$ cat src/hdl/rakt_pkg.sv
// ----------------------------------------------------------------------------
// rakt_pkg
// Shared constants and types for the reference-count aging key table.
// ----------------------------------------------------------------------------
package rakt_pkg;

  localparam int CAPACITY = 64;
  localparam int REF_BITS = 16;

  localparam int KEY_W    = 32;
  localparam int LWM_W    = 7;
  localparam int STAT_W   = 3;
  localparam int PORT_REF_W = 16;
  localparam int PORT_CNT_W = 7;

  localparam int CNT_W    = $clog2(CAPACITY + 1);
  localparam int GROUP    = 8;
  localparam int GCNT_W   = $clog2(GROUP + 1);
  localparam int NGROUPS  = (CAPACITY + GROUP - 1) / GROUP;
  localparam int GRP_W    = (NGROUPS > 1) ? $clog2(NGROUPS) : 1;
  localparam int EVEC_W   = NGROUPS * GROUP;

  localparam logic [REF_BITS-1:0] REF_MAX   = '1;
  localparam logic [LWM_W-1:0]    LWM_RESET = LWM_W'(32);

  typedef enum logic [STAT_W-1:0] {
    ST_HIT      = 3'd0,
    ST_INSERTED = 3'd1,
    ST_REFUSED  = 3'd2,
    ST_CLEANED  = 3'd3,
    ST_SKIPPED  = 3'd4
  } status_t;

  typedef enum logic [1:0] {
    S_IDLE,
    S_EXEC,
    S_COUNT
  } state_t;

  typedef enum logic {
    CMD_REF   = 1'b0,
    CMD_CLEAN = 1'b1
  } cmd_t;

  typedef struct packed {
    logic             exec_ref;
    logic             exec_clean;
    logic             insert_ok;
    logic [KEY_W-1:0] key;
  } cell_ctl_t;

  typedef struct packed {
    logic                free_seen;
    logic                hit_any;
    logic [REF_BITS-1:0] hit_refs;
  } chain_t;

endpackage

$ cat src/hdl/rakt_cell.sv
// ----------------------------------------------------------------------------
// rakt_cell
// One table entry: valid bit, key and count, with its link in the cell chain
// (first-free pick, hit flag and hit count ripple to the next cell).
// ----------------------------------------------------------------------------
module rakt_cell (
  input  logic                clk,
  input  logic                rst,
  input  rakt_pkg::cell_ctl_t ctl,
  input  rakt_pkg::chain_t    chain_in,
  output rakt_pkg::chain_t    chain_out,
  output logic                valid,
  output logic                evict
);

  logic [rakt_pkg::KEY_W-1:0]    key;
  logic [rakt_pkg::REF_BITS-1:0] refs;
  logic [rakt_pkg::REF_BITS-1:0] refs_inc;
  logic [rakt_pkg::REF_BITS-1:0] refs_dec;
  logic                          match;
  logic                          first_free;
  logic                          take;

  assign match      = valid && (key == ctl.key);
  assign refs_inc   = (refs == rakt_pkg::REF_MAX) ? refs : refs + 1'b1;
  assign refs_dec   = (refs == '0) ? refs : refs - 1'b1;
  assign first_free = !valid && !chain_in.free_seen;
  assign take       = ctl.exec_ref && ctl.insert_ok && first_free;
  assign evict      = valid && (refs_dec == '0);

  assign chain_out.free_seen = chain_in.free_seen | !valid;
  assign chain_out.hit_any   = chain_in.hit_any | match;
  assign chain_out.hit_refs  = chain_in.hit_refs | (match ? refs_inc : '0);

  always_ff @(posedge clk) begin
    if (rst) begin
      valid <= 1'b0;
    end else if (take) begin
      valid <= 1'b1;
    end else if (ctl.exec_clean && evict) begin
      valid <= 1'b0;
    end
  end

  always_ff @(posedge clk) begin
    if (take) begin
      key  <= ctl.key;
      refs <= rakt_pkg::REF_BITS'(1);
    end else if (ctl.exec_ref && match) begin
      refs <= refs_inc;
    end else if (ctl.exec_clean && valid) begin
      refs <= refs_dec;
    end
  end

endmodule

$ cat config.mk
export PLATFORM = sky130hd
export DESIGN_NAME = rakt_cell
export DESIGN_NICKNAME = d
export VERILOG_FILES = /design/src/hdl/rakt_pkg.sv /design/src/hdl/rakt_cell.sv
export SDC_FILE = /design/constraint.sdc
export NUM_CORES = 1
export LEC_CHECK = 0
export ABC_AREA = 1
export BUFFER_PORTS_ARGS = -buffer_cell sky130_fd_sc_hd__buf_2
export CAP_MARGIN = 20
export CORE_ASPECT_RATIO = 0.8
export CORE_MARGIN = 2
export CORE_UTILIZATION = 30
export DETAILED_ROUTE_END_ITERATION = 12
export RECOVER_POWER = 25
export SLEW_MARGIN = 25
export SYNTH_ARGS = -nofsm -noshare
export SYNTH_HDL_FRONTEND = slang
export SYNTH_SLANG_ARGS = --single-unit
$ cat constraint.sdc
create_clock -name clk -period 3.2 [get_ports clk]
set_input_delay 0.16 -clock clk [delete_from_list [all_inputs] [get_ports clk]]
set_output_delay 0.16 -clock clk [all_outputs]
set_load 0.01 [all_outputs]
After elaboration in Yosys (flattened, before gate mapping)

Cells that the tools add are included.

Bits in registers: 49
Latch bits: 0
Memory bits (writable): 0
ROM bits: 0
Bits of input ports: 55
Output and inout port bits: 20
Memories: 0

$add $sub $neg: 2
$mul: 0
Divide/modulo/power cells: 0
$lt $le $gt $ge: 0
Eq/ne operators: 2
Shifts and indexed selects: 0
Muxes and demuxes: 7
Bitwise operators: 3
Reductions and logical operators: 14

Operator list:

| cell                  | number |
|---|---|
| $mux 16               | 5 |
| $eq 32x32->1          | 1 |
| $logic_not 16->1      | 2 |
| $add 16x1->16 const B | 1 |
| $eq 16x16->1 const B  | 1 |
| $or 16x16->16         | 1 |
| $sub 16x1->16 const B | 1 |
| $logic_and 1x1->1     | 8 |
| $reduce_bool 2->1     | 2 |
| $logic_not 1->1       | 2 |
| $mux 1                | 2 |
| $or 1x1->1            | 2 |

Longest topological paths before layout

Depth after elaboration: 7
Gate-level depth with buffers: 14
Gate-level depth less buffers: 14

Worst setup path before layout

Ideal clock, no wire load.

Path kind: reg2out
Start point: register refs[0] (netlist name)
End point: output port chain_out[10] (netlist name)
Arrival: 1.543 ns
Path slack: 1.497 ns
Stages on the path, launching flop included: 11
Path buffers: 0
Cells stage by stage: dfxtp_1 -> ha_1 -> nand2_1 -> nor2_4 -> inv_2 -> nor2_8 -> nand3_4 -> nand2_1 -> nor2_1 -> xor2_1 -> a21o_1

RTL lines:

| element                  | line            | RTL |
|---|---|---|
| start: declaration       | rakt_cell.sv:17 | `logic [rakt_pkg::REF_BITS-1:0] refs;` |
| start signal: assignment | rakt_cell.sv:48 | `refs <= rakt_pkg::REF_BITS'(1);` |
| start signal: assignment | rakt_cell.sv:50 | `refs <= refs_inc;` |
| start signal: assignment | rakt_cell.sv:52 | `refs <= refs_dec;` |
| end: declaration         | rakt_cell.sv:11 | `output rakt_pkg::chain_t chain_out,` |

==> flow_summary.json <==
{
  "cts.htree.levels": 2,
  "ys.flop_type": "edfxtp_1",
  "antenna_found_initial": 0,
  "dpl.cell_count": 837,
  "critPathMaxFanout": 14,
  "power.density_mw_per_mm2": 448,
  "ys_types": 43,
  "ctsHoldBuffers": 0,
  "placementRows": 37,
  "first_pass_iters": 7,
  "async_flop_share_pct": 0,
  "post_drt_wl_per_cell_um": 14.2,
  "io_pins": 75,
  "maxCapViolations": 0,
  "synth_commonest_cells": "nand2_1, nor2_1, inv_1, edfxtp_1, o21ai_0",
  "multiInputGateArea_mm2": 0.00224,
  "synth_top_area_share_pct": 24.0,
  "final.setup.worst_slack_ns": 0.396,
  "pwr-share-seq_pct": 38.9,
  "drt_iter0_markers": 387,
  "post-place-ws_ns": 0.747,
  "track_usage_pct": 17.0,
  "cts_tree": "done",
  "p_int_mw": 1.32,
  "clock_skew_ns": 0.0105,
  "crit_cells": 10,
  "met2WireLength_um": 4780,
  "mappedNetlistNets": 659,
  "cts.sinks": 49,
  "min_path_cells": 2,
  "synth_warnings": 0,
  "layout-drive-gt1-share_pct": 17.5,
  "fin_crit_ns": 2.80,
  "start_kind": "flip-flop",
  "hold_class": "in -> reg",
  "relSlewSlack_pct": 36.5,
  "final.setup.tns_ns": 0,
  "switchingPower_mw": 0.756,
  "critical-path-top-delay-family": "simple AND/OR/NAND/NOR gates",
  "slowest_stage": "nor2_2",
  "ys_seq_area_share_pct": 32.5,
  "yosys.area.top_type": "edfxtp_1",
  "critPathCaptureType": "primary output",
  "post_cts_resized": 0,
  "synth_cells": 601,
  "wl_met1_um": 6230,
  "routed_via_density": 4.65,
  "required_ns": 3.04,
  "highest_layer": "met4",
  "cts.clk_slew.worst_paths_ns": 0.07,
  "fmax_mhz": 357,
  "nNetsFinal": 727,
  "drv_slew": 0,
  "clock_latency_ns": 0.29,
  "worst_r2r_path_depth": 11,
  "crit_type": "reg -> out",
  "avgSynthCellArea_um2": 6.66,
  "grt_remaining_overflow": 0,
  "grt_setup_unrepaired": "false",
  "area_growth_pct": 15.7,
  "status": "finished, final reports clean",
  "gp_congestion": 0.982,
  "arrival_ns": 2.64,
  "hold_viol": 0,
  "max_stage_delay_ns": 0.75,
  "port_buffers": 74,
  "antennaDiodeCount": 0,
  "final_cells": 845,
  "p_clk_share_pct": 29.4,
  "netSwitchingFraction_pct": 36.4,
  "synth_seq_cells": 49,
  "crit_chain": "inv_1 -> or2_2 -> nand2_1 -> nor2_1 -> o2111ai_1 -> nor2_2 -> nand2_1 -> inv_1 -> a21o_1 -> buf_2",
  "synth_most_common_cell": "nand2_1",
  "hpwl_um": 9360,
  "ctsLongestPathBuffers": 2,
  "dieArea_mm2": 0.0143,
  "routed-via-count": 3930,
  "fillers": 1421,
  "root_buffer": "clkbuf_16",
  "fp.dieH_um": 107,
  "post_cts_buffers": 0,
  "drc_errors": 0,
  "combPwrFrac_pct": 31.8,
  "grt_pass1_wl_um": 18900,
  "initial_utilization_pct": 30.9,
  "grt_pass1_vias": 3519,
  "ant_nets": 0,
  "worst-path-buf-inv": 3,
  "drt-total-wl_um": 12000,
  "setup_violations": 0,
  "synth.cell_area_mm2": 0.00400,
  "max-vdd-ir-drop_v": 0.000310,
  "post-route-period-util_pct": 87.6,
  "worst_pin_slew_ns": 0.952,
  "wl_met3_um": 792,
  "p_leak_nw": 2.19,
  "numCtsBuffers": 5,
  "core_area_mm2": 0.0130,
  "synth_edf_count": 32,
  "regArea_mm2": 0.00130,
  "die_w_um": 133,
  "synthTopCellsByArea": "edfxtp_1, nand2_1, dfxtp_1",
  "grt_max_degree": 33
}
==> path summary, 6_finish.rpt <==
path / startpoint / end / slack [ns]
worst min register to register: valid$_SDFFE_PP0P_ / valid$_SDFFE_PP0P_ / 0.53
worst max-delay path: key[10]$_DFFE_PP_ / chain_out[10] / 0.40
worst min-delay path: rst / valid$_SDFFE_PP0P_ / 0.01
worst max register to register: key[10]$_DFFE_PP_ / refs[0]$_SDFFE_PP1P_ / 0.71
==> power groups by stage <==
stage | registers (mW) | clock network, mW | logic [mW]
after floorplan | 0.769 | 0 | 0.528
after global placement | 0.818 | 0 | 0.659
after detailed placement | 0.817 | 0 | 0.649
after CTS | 0.803 | 0.632 | 0.653
after global routing | 0.817 | 0.651 | 0.744
final | 0.807 | 0.609 | 0.659
==> area by class of cell <==
cell class,instances,area share (%)
inverters,92,7.48
multi-input cells,445,48.4
clock inverters,3,0.891
well taps,175,4.73
clock buffers,5,2.70
flip-flops and latches,49,28.1
repair buffers,76,7.75
==> state kept, by name, summed over array words and instances, names as in the netlist <==
| name | count |
|---|---|
| key | 32 |
| valid | 1 |
| refs | 16 |
==> through the flow <==
step           utilization, %  hold slack, ns  power [mW]  area, um^2
2_1_floorplan               -           0.229        1.30        4000
3_3_place_gp             34.7           0.328        1.48        4490
3_5_place_dp             34.7           0.324        1.47        4490
4_1_cts                  35.9         0.00700        2.09        4660
5_1_grt                  35.7          0.0172        2.21        4630
6_report                 35.7          0.0133        2.07        4630
==> cells by family after synthesis <==
group           share of synthesized area, %
simple gates                            39.9
compound gates                          10.6
fa+ha+maj                              0.938
xor+xnor                                4.53
flops                                   32.5
buf+inv                                 11.5
==> layer usage <==
layer  global-route usage (%)  vias to the layer above
met2                     23.8                      121
met1                     26.7                     1749
met5                        0                        -
met4                     4.48                        0
li1                         -                     2048
met3                     2.50                       12
==> layout by cell type, fill, tap and decap left out, drive strengths merged, types with 8 or more instances in the layout <==
cell type	instances
xor2	14
nand4	23
nand2	181
edfxtp	32
or2	13
o21ai	37
a21oi	10
nor2	100
buf	55
a31o	8
inv	91
nand3	25
clkbuf	26
dfxtp	17
(Power assumes the default switching activity.)
